[src/design/ssr_pkg.sv]
// Shared types and constants for the soft-start reference ramp.
// No dependencies; imported by every module of the block.
`default_nettype none

package ssr_pkg;

  // widths of the reference path, the fraction accumulator and the command code
  localparam int unsigned REF_W  = 16;
  localparam int unsigned FRAC_W = 16;
  localparam int unsigned CMD_W  = 3;

  // configuration port
  localparam int unsigned CFG_DATA_W = 32;
  localparam int unsigned CFG_ADDR_W = 3;
  localparam logic [CFG_ADDR_W-1:0] ADDR_RAMP_STEP = 3'd0;
  localparam logic [FRAC_W-1:0] RAMP_STEP_RESET = 16'd256;

  // command codes
  typedef enum logic [CMD_W-1:0] {
    CMD_TICK    = 3'd0,
    CMD_LOAD    = 3'd1,
    CMD_TARGET  = 3'd2,
    CMD_ENABLE  = 3'd3,
    CMD_DISABLE = 3'd4
  } cmd_t;

  // one input beat
  typedef struct packed {
    logic [CMD_W-1:0]  command;
    logic signed [REF_W-1:0] value;
  } item_t;

  // one result beat
  typedef struct packed {
    logic signed [REF_W-1:0] reference;
    logic                    active;
  } result_t;

endpackage

`default_nettype wire

[src/design/ssr_cfg.sv]
// APB-style configuration register holding the ramp step size.
// Depends on ssr_pkg.
`default_nettype none

module ssr_cfg (
  input  wire logic                            clk,
  input  wire logic                            rst,
  input  wire logic                            psel,
  input  wire logic                            penable,
  input  wire logic                            pwrite,
  input  wire logic [ssr_pkg::CFG_ADDR_W-1:0]  paddr,
  input  wire logic [ssr_pkg::CFG_DATA_W-1:0]  pwdata,
  output logic      [ssr_pkg::CFG_DATA_W-1:0]  prdata,
  output logic                                 pready,
  output logic      [ssr_pkg::FRAC_W-1:0]      ramp_step
);
  import ssr_pkg::*;

  logic wr_en;

  assign pready = 1'b1;
  assign wr_en  = psel & penable & pwrite & (paddr == ADDR_RAMP_STEP);

  // step register
  always_ff @(posedge clk) begin
    if (rst) begin
      ramp_step <= RAMP_STEP_RESET;
    end else if (wr_en) begin
      ramp_step <= pwdata[FRAC_W-1:0];
    end
  end

  // read back
  always_comb begin
    prdata = '0;
    if (paddr == ADDR_RAMP_STEP) begin
      prdata = {{(CFG_DATA_W-FRAC_W){1'b0}}, ramp_step};
    end
  end

endmodule

`default_nettype wire

[src/design/ssr_core.sv]
// Ramp state and the single-pass command datapath: accumulator add,
// delta times fraction product and reference sum. Depends on ssr_pkg.
`default_nettype none

module ssr_core (
  input  wire logic                       clk,
  input  wire logic                       rst,
  input  wire logic                       advance,
  input  wire ssr_pkg::item_t             item,
  input  wire logic [ssr_pkg::FRAC_W-1:0] ramp_step,
  output ssr_pkg::result_t                result
);
  import ssr_pkg::*;

  // state
  logic signed [REF_W-1:0] current_reference, current_reference_next;
  logic signed [REF_W-1:0] start_reference, start_reference_next;
  logic signed [REF_W-1:0] target_reference, target_reference_next;
  logic signed [REF_W-1:0] ramp_delta, ramp_delta_next;
  logic        [FRAC_W-1:0] ramp_fraction, ramp_fraction_next;
  logic                     ramp_active, ramp_active_next;

  // datapath
  logic [FRAC_W-1:0]             frac_inc;
  logic [FRAC_W:0]               frac_probe;
  logic                          ramp_done;
  logic signed [REF_W+FRAC_W:0]  prod;
  logic signed [REF_W-1:0]       ramp_point;

  // fraction step and end test: next add would carry out
  assign frac_inc   = ramp_fraction + ramp_step;
  assign frac_probe = {1'b0, frac_inc} + {1'b0, ramp_step};
  assign ramp_done  = frac_probe[FRAC_W];

  // signed delta times unsigned fraction, floor shift, wrap
  assign prod       = ramp_delta * $signed({1'b0, frac_inc});
  assign ramp_point = start_reference + prod[REF_W+FRAC_W-1:FRAC_W];

  // command decode
  always_comb begin
    current_reference_next = current_reference;
    start_reference_next   = start_reference;
    target_reference_next  = target_reference;
    ramp_delta_next        = ramp_delta;
    ramp_fraction_next     = ramp_fraction;
    ramp_active_next       = ramp_active;
    case (cmd_t'(item.command))
      CMD_TICK: begin
        if (ramp_active) begin
          ramp_fraction_next = frac_inc;
          if (ramp_done) begin
            current_reference_next = target_reference;
            ramp_active_next       = 1'b0;
          end else begin
            current_reference_next = ramp_point;
          end
        end
      end
      CMD_LOAD: begin
        current_reference_next = item.value;
        start_reference_next   = item.value;
        ramp_active_next       = 1'b0;
      end
      CMD_TARGET: begin
        target_reference_next = item.value;
        ramp_delta_next       = item.value - current_reference;
        start_reference_next  = current_reference;
        ramp_fraction_next    = '0;
      end
      CMD_ENABLE: ramp_active_next = 1'b1;
      CMD_DISABLE: ramp_active_next = 1'b0;
      default: ;
    endcase
  end

  assign result.reference = current_reference_next;
  assign result.active    = ramp_active_next;

  // state update on each processed beat
  always_ff @(posedge clk) begin
    if (rst) begin
      current_reference <= '0;
      start_reference   <= '0;
      target_reference  <= '0;
      ramp_delta        <= '0;
      ramp_fraction     <= '0;
      ramp_active       <= 1'b0;
    end else if (advance) begin
      current_reference <= current_reference_next;
      start_reference   <= start_reference_next;
      target_reference  <= target_reference_next;
      ramp_delta        <= ramp_delta_next;
      ramp_fraction     <= ramp_fraction_next;
      ramp_active       <= ramp_active_next;
    end
  end

endmodule

`default_nettype wire

[src/design/soft_start_reference_ramp.sv]
// Soft-start reference ramp top level: input register, ramp core, result
// register and configuration port. Depends on ssr_pkg, ssr_cfg, ssr_core.
//
// Usage:
//   Commands enter on the input channel (in_valid, in_stall, command, value);
//   each command gives exactly one result beat on the output channel
//   (out_valid, out_stall, reference, active).
//   An accepted beat is held in the input register while the core computes,
//   and its result is loaded into the result register, which drives out_valid;
//   a stall on the output channel can hold the beat in the input register.
//   Throughput is one command per cycle while the receiver does not stall;
//   the core's state update (fraction add, 16x16 product, reference add) is
//   registered in the same cycle the beat enters the result register.
//   When the receiver stalls, the result register holds its beat and the
//   input register keeps one more; in_stall rises once both are full.
//   The step size is written through the APB port at byte address 0; the user
//   must do so only while the block is idle, as the block does not enforce it.
//   Reset clears the ramp state to zero, sets the step to 256 and empties
//   both registers; no clearing pass is needed.
`default_nettype none

module soft_start_reference_ramp (
  input  wire logic                            clk,
  input  wire logic                            rst,
  // command channel
  input  wire logic                            in_valid,
  output logic                                 in_stall,
  input  wire logic [ssr_pkg::CMD_W-1:0]       command,
  input  wire logic signed [ssr_pkg::REF_W-1:0] value,
  // result channel
  output logic                                 out_valid,
  input  wire logic                            out_stall,
  output logic signed [ssr_pkg::REF_W-1:0]     reference,
  output logic                                 active,
  // configuration
  input  wire logic                            psel,
  input  wire logic                            penable,
  input  wire logic                            pwrite,
  input  wire logic [ssr_pkg::CFG_ADDR_W-1:0]  paddr,
  input  wire logic [ssr_pkg::CFG_DATA_W-1:0]  pwdata,
  output logic      [ssr_pkg::CFG_DATA_W-1:0]  prdata,
  output logic                                 pready
);
  import ssr_pkg::*;

  logic              in_reg_valid;
  item_t             in_item;
  logic              advance;
  logic              in_accept;
  logic [FRAC_W-1:0] ramp_step;
  result_t           core_result;
  result_t           out_result;

  ssr_cfg u_cfg (
    .clk       (clk),
    .rst       (rst),
    .psel      (psel),
    .penable   (penable),
    .pwrite    (pwrite),
    .paddr     (paddr),
    .pwdata    (pwdata),
    .prdata    (prdata),
    .pready    (pready),
    .ramp_step (ramp_step)
  );

  ssr_core u_core (
    .clk       (clk),
    .rst       (rst),
    .advance   (advance),
    .item      (in_item),
    .ramp_step (ramp_step),
    .result    (core_result)
  );

  // handshake
  assign advance   = in_reg_valid & (~out_valid | ~out_stall);
  assign in_stall  = in_reg_valid & ~advance;
  assign in_accept = in_valid & ~in_stall;

  // input register
  always_ff @(posedge clk) begin
    if (rst) begin
      in_reg_valid <= 1'b0;
    end else begin
      in_reg_valid <= in_accept | (in_reg_valid & ~advance);
    end
  end

  always_ff @(posedge clk) begin
    if (in_accept) begin
      in_item.command <= command;
      in_item.value   <= value;
    end
  end

  // result register
  always_ff @(posedge clk) begin
    if (rst) begin
      out_valid <= 1'b0;
    end else if (advance) begin
      out_valid <= 1'b1;
    end else if (~out_stall) begin
      out_valid <= 1'b0;
    end
  end

  always_ff @(posedge clk) begin
    if (advance) begin
      out_result <= core_result;
    end
  end

  assign reference = out_result.reference;
  assign active    = out_result.active;

endmodule

`default_nettype wire

[config.mk]
export PLATFORM = sky130hd
export DESIGN_NAME = soft_start_reference_ramp
export DESIGN_NICKNAME = d
export VERILOG_FILES = /design/src/design/ssr_pkg.sv /design/src/design/ssr_cfg.sv /design/src/design/ssr_core.sv /design/src/design/soft_start_reference_ramp.sv
export SDC_FILE = /design/constraint.sdc
export NUM_CORES = 1
export LEC_CHECK = 0
export ABC_CLOCK_PERIOD_IN_PS = 12500
export BUFFER_PORTS_ARGS = -buffer_cell sky130_fd_sc_hd__buf_4
export CAP_MARGIN = 30
export CORE_AREA = 2 2 165 288
export CTS_CLUSTER_DIAMETER = 80
export DETAILED_ROUTE_END_ITERATION = 10
export DIE_AREA = 0 0 167 290
export GPL_TIMING_DRIVEN = 0
export SYNTH_ARGS = -nofsm -noshare
export SYNTH_HDL_FRONTEND = slang
export SYNTH_SLANG_ARGS = --single-unit
[constraint.sdc]
create_clock -name clk -period 12.5 [get_ports clk]
set_clock_uncertainty 0.05 [all_clocks]
set_input_delay 0.625 -clock clk [delete_from_list [all_inputs] [get_ports clk]]
set_output_delay 0.625 -clock clk [all_outputs]
set_load 0.03 [all_outputs]
==> results.toml, run 1 <==
[timing]
whs_ns = 0.306
slew_violations = 0
slew_headroom = 0.280
tns_ns = 0
fmax_ghz = 0.0848
post-route-min-period_ns = 11.80
worst_pin_slew_ns = 1.08
fin_crit_sh = 0.944
hold_viol_final = 0
grt_setup_unrepaired = "no"
setup-violations-final = 0

[power]
pwr-share-clk = 0.442
p_seq_frac = 0.420
power_frac_comb = 0.139
power_leakage_nw = 8.66
power_switching_mw = 0.309
power.density_nw_per_um2 = 63.3
peakVddDrop_mv = 0.118
switching_share = 0.272
p_total_mw = 1.14
intPower_mw = 0.827

[critical_path]
slowest_stage = "xnor2_1"
worstSetupPathType = "reg2reg"
crit_required_ns = 12.79
r2r_slack_ns = 0.70
startpoint_type = "flop"
slowest_delay_ns = 0.75
crit_path_end_kind = "flop"
cp_data_arrival_time_ns = 12.08
worstPathMaxFanout = 10
cpMostUsedCell = "fa_1"

[synthesis]
yosysWarnings = 0
synth_cells = 1815
synth_edf_count = 36
synthMuxAreaShare = 0.0153
synth_adder_area_share = 0.386
synth_top_family_by_area = "adder cells"
synthArstFlopShare = 0
synth_cell_types = 61
synth.yosys.seq_area_share = 0.192
netlist_area_um2 = 15900
syn_area_per_cell_um2 = 8.78
synthFlopType = "dfxtp_1"
synthXorXnorAreaFrac = 0.0313
synth-compound-area-share = 0.112
synth.ff_latch_count = 135
yosys.area_share.simple = 0.172

[flow_run]
maxCapViolCount = 0

[die]
floorplan.initialDensity = 0.347
core_um2 = 45900
io_pins = 113
die_area_um2 = 48400
die_w_um = 167
fp-row-count = 104
die_y_um = 290

[layout]
final_nets = 2369
regArea_um2 = 3060
antenna_cells = 0
drive_gt1_frac = 0.0776
fill_cells = 4659
stdcell_count = 2530
multiInputGateArea_um2 = 11500
utilization = 0.391
area_growth_pct = 12.7

[global_route]
grt_pass1_wl_um = 76800
grt_pass1_vias = 14100
antenna_found_initial = 1
grt_max_degree = 27
overflow = 0
grtUsageTotal = 0.206

[clock_tree]
clockBufferDepth = 2
cts.hold.buffers_added = 0
post_cts_resized = 0
cts_tree = "done"
clkLatencyLatePin_ns = 0.44
root_buffer = "clkbuf_16"
post_cts_buffers = 0
cts_max_level = 4
clock_sinks = 135
clkTransAtPathRegs_ns = 0.06
cts_buffers = 17

[detailed_routing]
via_per_inst = 5.14
route.vias.total = 13000
drtAntennaViolNets = 0
wl_per_cell_um = 19.4
wl_um = 49000
drt-initial-drc-count = 640
dr.pass1.iters = 5
route.detailed.drc = 0

[worst_hold_path]
hp-class = "in2reg"

[outcome]
outcome = "finished, final reports clean"

[placed_design]
dp_cells = 2498
gp_congestion = 0.961
io_buffer_count = 78
dp_hpwl_um = 41300
==> per-layer routing <==
metal,wire length (µm),vias to the layer above,GRT usage,part of all wire
li1,-,6062,-,-
met1,16100,6376,0.190,0.33
met2,27100,384,0.401,0.55
met3,1570,190,0.0224,0.032
met4,4270,2,0.163,0.087
met5,15,-,0,0.00031
==> cells in the final DEF (no fill, tap or decap), types with 4 or more instances in the layout <==
cell	count
ha_1	178
a31oi_1	8
buf_4	100
a221oi_1	10
a21o_1	20
a22oi_1	17
xor2_1	19
clkbuf_1	75
nand2b_1	18
clkbuf_16	17
nand4_1	5
o21ai_0	39
edfxtp_1	36
inv_1	274
fa_1	196
nor2b_1	24
nand2_1	238
mux2i_1	21
o22ai_1	4
a21oi_1	98
nor2_1	112
a211oi_1	26
o21a_1	10
and2_1	130
nor3_1	19
nand3_1	10
dfxtp_1	99
xnor2_1	38
o211ai_1	6
conb_1	17
or2_2	4
a2bb2oi_1	10
or3_1	5
and3_1	4
==> layout make-up <==
cell class,count,area share
Multi-Input combinational cell,1328,0.640
Sequential cell,135,0.171
Inverter,274,0.0573
Tap cell,583,0.0406
Timing Repair Buffer,85,0.0358
Clock buffer,22,0.0259
Buffer,93,0.0231
Clock inverter,10,0.00676
==> critical path, delay by kind of cell (launching register included) <==
kind	cells	cell delay (ns)
compound gates	20	4.50
xor+xnor	3	1.02
fa+ha+maj	9	4.10
buf+inv	4	0.57
flops	1	0.48
simple gates	6	0.98
==> state kept, by name, summed over array words and instances (netlist names), 16 cells and up <==
register,cells
in_item,19
u_core.ramp_delta,16
u_core.ramp_fraction,16
reference,16
u_core.start_reference,16
u_core.target_reference,16
u_core.current_reference,16
u_cfg.ramp_step,16
==> synthesized netlist by cell type, drive strengths merged, types with 3 or more instances <==
library cell  count  share of area
a211oi           27          0.013
a21o             20         0.0094
a21oi            99          0.031
a221oi           10         0.0055
a22oi            17         0.0080
a2bb2oi          10         0.0055
a31o              4         0.0022
a31oi             8         0.0031
and2            130          0.051
and3              5         0.0023
buf              21         0.0090
clkbuf           72          0.017
dfxtp            99           0.12
edfxtp           36          0.068
fa              196           0.25
ha              178           0.14
inv             274          0.065
mux2              3         0.0021
mux2i            21          0.013
nand2           238          0.056
nand2b           18         0.0071
nand3            10         0.0031
nand4             5         0.0020
nor2            112          0.026
nor2b            25         0.0098
nor3             19         0.0060
o211ai            6         0.0028
o21a             10         0.0047
o21ai            41          0.013
o21bai            3         0.0014
o22ai             4         0.0016
o31ai             3         0.0014
or2               4         0.0016
or3               5         0.0020
xnor2            38          0.021
xor2             19          0.010
==> kinds of logic after synthesis <==
family	count (synthesis)
simple gates	580
mux	24
flops	135
compound gates	276
xor+xnor	57
buf+inv	367
other cells	2
fa+ha+maj	374
==> worst paths after layout <==
path,from,to,depth (start not counted)
max,u_cfg.ramp_step[1],u_core.current_reference[15],42
min reg2reg,u_core.target_reference[7],u_core.target_reference[7],2
max reg2reg,u_cfg.ramp_step[1],u_core.current_reference[15],42
min,value[0],in_item[0],1
==> power by group through the flow <==
stage | logic [mW] | clock network, mW | registers [mW]
CTS | 0.157 | 0.511 | 0.476
detailed placement | 0.156 | 0 | 0.486
global route | 0.170 | 0.525 | 0.477
global placement | 0.154 | 0 | 0.486
floorplan | 0.0951 | 0 | 0.486
finish | 0.157 | 0.502 | 0.477
==> per-stage QoR <==
step                instance area, µm²  setup slack [ns]
floorplan                        16000              2.52
global placement                 17300             0.732
detailed placement               17400             0.625
CTS                              17900             0.602
global route                     17900             0.123
finish                           17900             0.704
(Power assumes the default switching activity.)
==> inputs of run 2 (changes only) <==
--- a/config.mk
+++ b/config.mk
@@ -8,11 +8,12 @@
 export ABC_CLOCK_PERIOD_IN_PS = 12500
 export BUFFER_PORTS_ARGS = -buffer_cell sky130_fd_sc_hd__buf_4
 export CAP_MARGIN = 30
-export CORE_AREA = 2 2 165 288
+export CORE_AREA = 2 2 166 290
 export CTS_CLUSTER_DIAMETER = 80
 export DETAILED_ROUTE_END_ITERATION = 10
-export DIE_AREA = 0 0 167 290
+export DIE_AREA = 0 0 168 292
 export GPL_TIMING_DRIVEN = 0
 export SYNTH_ARGS = -nofsm -noshare
 export SYNTH_HDL_FRONTEND = slang
+export SYNTH_HIERARCHICAL = 1
 export SYNTH_SLANG_ARGS = --single-unit
==> run 2 against run 1 <==
Effect of this change: die area rose by 1.3%; largest power group unchanged; combinational power is 7% higher; worst hold slack improved by 0.0094 ns; register-to-register slack got worse by 0.15 ns; first-iteration DRC count increased by 4.8%.
==> results.toml, run 2 <==
[outcome]
outcome = "finished, final reports clean"

[clock_tree]
root_buffer = "clkbuf_16"
clkTransAtPathRegs_ns = 0.06
post_cts_buffers = 0
clkLatencyLatePin_ns = 0.43
clockBufferDepth = 2
cts_tree = "done"
clock_sinks = 135
post_cts_resized = 0
cts_buffers = 17
cts.hold.buffers_added = 0
cts_max_level = 4

[synthesis]
synth_cells = 1816
synth_most_common_cell = "inv_1"
synth.area.top_cells = "fa_1 (24%), ha_1 (14%), dfxtp_1 (12%)"
netlist_area_um2 = 16200
synth_edf_count = 36
synthArstFlopShare = 0
yosysWarnings = 6
synth_top_family_by_area = "adder cells"
yosys.area_share.simple = 0.174
yosys-top-cells-count = "inv_1 (280), nand2_1 (208), fa_1 (196)"
yosysTopAreaCell = "fa_1"
synth.ff_latch_count = 135
synthMuxAreaShare = 0.0241
synthFlopType = "dfxtp_1"
synth_adder_area_share = 0.379
synth-compound-area-share = 0.111
synth_cell_types = 77
yosysTopAreaCellShare = 0.242
synthXorXnorAreaFrac = 0.0294
synth.yosys.seq_area_share = 0.189
syn_area_per_cell_um2 = 8.94

[die]
die_w_um = 168
die_area_um2 = 49100
fp-row-count = 105
die_y_um = 292
io_pins = 113
core_um2 = 46600
floorplan.initialDensity = 0.348

[layout]
area_growth_pct = 12.7
final_nets = 2374
largest_register_ffs = 19
drive_gt1_frac = 0.0881
final_common_cell = "inv_1"
fill_cells = 4690
antenna_cells = 0
stdcell_count = 2540
layout_common_cells = "inv_1 (280), nand2_1 (208), fa_1 (196)"
regMostFlops = "in_item"

[critical_path]
worstSetupPathType = "reg2reg"
crit_path_end_kind = "flop"
startpoint_type = "flop"
cpMostUsedCell = "fa_1"
r2r_slack_ns = 0.55
slowest_stage = "clkbuf_1"
cp_data_arrival_time_ns = 12.11
slowest_delay_ns = 0.59
crit_required_ns = 12.66
worstPathMaxFanout = 10

[detailed_routing]
wl_met3_um = 1490
route.vias.total = 13100
wl_met2_um = 28000
route.detailed.drc = 0
drtAntennaViolNets = 0
wl_per_cell_um = 19.7
top_layer = "met4"
dr.pass1.iters = 5
drt-initial-drc-count = 671
met1Wirelength_um = 16200
wl_um = 50000
via_per_inst = 5.15

[timing]
slew_violations = 0
fmax_ghz = 0.0837
fin_crit_sh = 0.956
post-route-min-period_ns = 11.95
hold_viol_final = 0
worst_pin_slew_ns = 1.07
slew_headroom = 0.284
setup-violations-final = 0
tns_ns = 0
grt_setup_unrepaired = "no"

[global_route]
grtUsageTotal = 0.207
overflow = 0
grt_max_degree = 18
grt_pass1_vias = 14000
antenna_found_initial = 0
grt_pass1_wl_um = 77000

[worst_hold_path]
hp-class = "in2reg"

[power]
power.density_nw_per_um2 = 62.5
power_leakage_nw = 8.71
peakVddDrop_mv = 0.0970

[placed_design]
io_buffer_count = 79
dp_hpwl_um = 42200
gp_congestion = 0.956
dp_cells = 2508

[flow_run]
maxCapViolCount = 0
run 2: changes by cell type after synthesis, sizes merged, moves of 10 or more:
cell | previous run | this run
nand2b | 18 | 40
nand2 | 238 | 208
mux2i | 21 | 39
nor2 | 112 | 93
a21oi | 99 | 87
nor3 | 19 | 29
run 2: logic make-up after synthesis:
family,count (synthesis)
adders and majority gates,374
other,2
xor gates and xnor gates,52
buffers and inverters,376
and+or+nand+nor,572
AOI/OAI and AO/OA,266
DFF,135
muxes,39
run 2: per-stage QoR:
stage,hold slack [ns],worst slack [ns],total power [mW],utilization,cell area [µm²]
finish,0.315,0.549,1.14,0.392,18300
CTS,0.302,0.702,1.15,0.392,18300
detailed placement,0.401,0.776,0.650,0.380,17700
global route,0.300,0.0790,1.18,0.392,18300
floorplan,0.381,2.85,0.586,-,16300
global placement,0.391,0.389,0.647,0.378,17600
run 2: report_power, final:
group	total [mW]	switching [mW]	internal, mW
Combinational	0.168	0.105	0.0633
Sequential	0.476	0.0125	0.463
Clock	0.501	0.201	0.300
Total	1.14	0.318	0.826
run 2: cell type report:
cell class,instances,area [µm²],area share
inverters,281,1050,0.0577
clock buffers,18,439,0.0240
clock inverters,14,146,0.00800
multi-input cells,1320,11700,0.640
repair buffers,89,684,0.0374
plain buffers,95,467,0.0255
well taps,588,736,0.0402
flip-flops and latches,135,3060,0.167
run 2: worst paths after layout:
kind         cells after the start                    endpoint                       start
max                             43               reference[13]          u_cfg/ramp_step[0]
min                              1                 in_item[12]                   value[12]
max reg2reg                     43               reference[13]          u_cfg/ramp_step[0]
min reg2reg                      2  u_core/target_reference[8]  u_core/target_reference[8]
run 2: worst max-delay path: cells and delay by family, from the launching register on:
kind / cells / cell delay (ns)
xor+xnor: 2 / 0.85
compound gates: 18 / 4.33
simple gates: 5 / 0.70
flops: 1 / 0.36
mux: 1 / 0.23
buf+inv: 7 / 1.17
fa+ha+maj: 10 / 4.02
run 2: per-layer routing:
metal | vias to the layer above | GRT usage
met1 | 6403 | 0.189
met2 | 392 | 0.411
met4 | 0 | 0.159
li1 | 6111 | -
met5 | - | 0
met3 | 179 | 0.0211
==> inputs of run 3 (changes only) <==
--- a/config.mk
+++ b/config.mk
@@ -6,13 +6,14 @@
 export NUM_CORES = 1
 export LEC_CHECK = 0
 export ABC_CLOCK_PERIOD_IN_PS = 12500
-export BUFFER_PORTS_ARGS = -buffer_cell sky130_fd_sc_hd__buf_4
 export CAP_MARGIN = 30
 export CORE_AREA = 2 2 166 290
 export CTS_CLUSTER_DIAMETER = 80
 export DETAILED_ROUTE_END_ITERATION = 10
 export DIE_AREA = 0 0 168 292
+export DONT_BUFFER_PORTS = 1
 export GPL_TIMING_DRIVEN = 0
+export PLACE_DENSITY_LB_ADDON = 0.2
 export SYNTH_ARGS = -nofsm -noshare
 export SYNTH_HDL_FRONTEND = slang
 export SYNTH_HIERARCHICAL = 1
==> run 3 against run 2 <==
Effect of this change: non-clock buffer count shrank 77; worst setup slack better by 0.33 ns; global-route usage up 0.64 points; clock-buffer cell count increased by 1; power decreased by 0.32%; fmax increased by 2.9%.
==> results.toml, run 3 (synthesis gave the netlist of run 2 again) <==
[detailed_routing]
wl_per_cell_um = 20.7
route.detailed.drc = 0
drtAntennaViolNets = 0
drt-initial-drc-count = 539
via_per_inst = 5.14
wl_um = 51100
route.vias.total = 12700
dr.pass1.iters = 5

[critical_path]
crit_path_end_kind = "flop"
crit_cells = 42
startpoint_type = "flop"
slowest_delay_ns = 0.65
cp_data_arrival_time_ns = 11.71
r2r_cells = 42
r2r-start = "u_cfg/ramp_step[0]"
r2r_slack_ns = 0.88
worstPathMaxFanout = 10
critPathTopFamily = "compound AO/OA/AOI/OAI gates"
critical_path_buf_inv_count = 8
startpoint = "u_cfg/ramp_step[0]"
cpMostUsedCell = "fa_1"
slowest_stage = "clkbuf_1"
worstSetupPathType = "reg2reg"
crit_required_ns = 12.60

[die]
die_w_um = 168
die_area_um2 = 49100
io_pins = 113
fp-row-count = 105
die_y_um = 292
core_um2 = 46600
floorplan.initialDensity = 0.348

[timing]
fin_crit_sh = 0.929
post-route-min-period_ns = 11.62
setup-violations-final = 0
grt_setup_unrepaired = "no"
fmax_ghz = 0.0861
slew_headroom = 0.424
worst_pin_slew_ns = 0.864
tns_ns = 0
slew_violations = 0
whs_ns = 0.185
hold_viol_final = 0

[clock_tree]
cts.hold.buffers_added = 0
post_cts_resized = 0
clock_sinks = 135
clkTransAtPathRegs_ns = 0.06
cts_tree = "done"
cts_buffers = 17
root_buffer = "clkbuf_16"
cts_max_level = 4
post_cts_buffers = 0
clkLatencyLatePin_ns = 0.44
clockBufferDepth = 2

[flow_run]
maxCapViolCount = 0

[worst_hold_path]
worstHoldStart = "rst"
hold-path-cell-count = 1
hp-class = "in2reg"

[outcome]
outcome = "finished, final reports clean"

[global_route]
grtUsageTotal = 0.214
grt_pass1_vias = 13800
antenna_found_initial = 0
grt_max_degree = 18
overflow = 0
grt_pass1_wl_um = 78400

[layout]
antenna_cells = 0
final_common_cell = "inv_1"
utilization = 0.380
drive_gt1_frac = 0.0512
largest_register_ffs = 19
layout_common_cells = "inv_1 (280), nand2_1 (208), fa_1 (196)"
area_growth_pct = 9.25
regMostFlops = "in_item"
final_nets = 2297

[power]
power.density_nw_per_um2 = 64.3
power_leakage_nw = 8.34
peakVddDrop_mv = 0.149
p_total_mw = 1.14

[placed_design]
io_buffer_count = 0
dp_hpwl_um = 43000
gp_congestion = 0.965
-- run 3: changes by cell type in the layout (fill, tap and decap cells not counted) --
cell,delta
buf_4,-75
clkinv_2,-3
inv_6,+2
bufinv_16,-1
clkbuf_1,-1
clkbuf_16,+1
clkdlybuf4s15_2,-1
clkinv_4,+1
clkinvlp_4,-1
inv_8,+1
-- run 3: worst paths after layout --
path                                 to
max reg2reg               reference[14]
min                        in_reg_valid
max                       reference[14]
min reg2reg  u_core/target_reference[0]
-- run 3: layer usage --
layer  routed length (µm)  track usage  up-vias
met3                 1400       0.0270      144
met5                    0            0        -
met2                29100        0.429      307
met4                 3820        0.144        0
li1                     -            -     5938
met1                16800        0.195     6263
-- run 3: layout make-up --
| class | count | area [µm²] |
|---|---|---|
| inverters | 281 | 1050 |
| fillers | 4718 | 28900 |
| flip-flops and latches | 135 | 3060 |
| repair buffers | 13 | 110 |
| clock inverters | 13 | 131 |
| well taps | 588 | 736 |
| clock buffers | 19 | 464 |
| plain buffers | 94 | 463 |
| multi-input cells | 1320 | 11700 |
-- run 3: through the flow --
step	area [µm²]	instances	worst slack (ns)
final	17700	2463	0.882
after CTS	17700	2464	0.546
after global placement	17000	2419	0.0826
after floorplan	16300	1831	2.85
after global routing	17700	2463	0.246
after detailed placement	17100	2432	0.642
-- run 3: power by group --
group / leakage, nW / internal (mW) / switching (mW)
clock network: 0.297 / 0.296 / 0.215
registers: 1.15 / 0.463 / 0.0192
logic: 6.89 / 0.0508 / 0.0957
total: 8.34 / 0.810 / 0.330
-- run 3: worst register-to-register path: cells and delay by family, from the launching register on --
kind | cells | cell delay (ns)
buffers and inverters | 8 | 1.40
XOR/XNOR | 2 | 0.51
AND/OR/NAND/NOR | 5 | 0.80
AO/OA/AOI/OAI | 17 | 4.13
flip-flops | 1 | 0.36
adder cells (fa/ha/maj) | 10 | 4.05
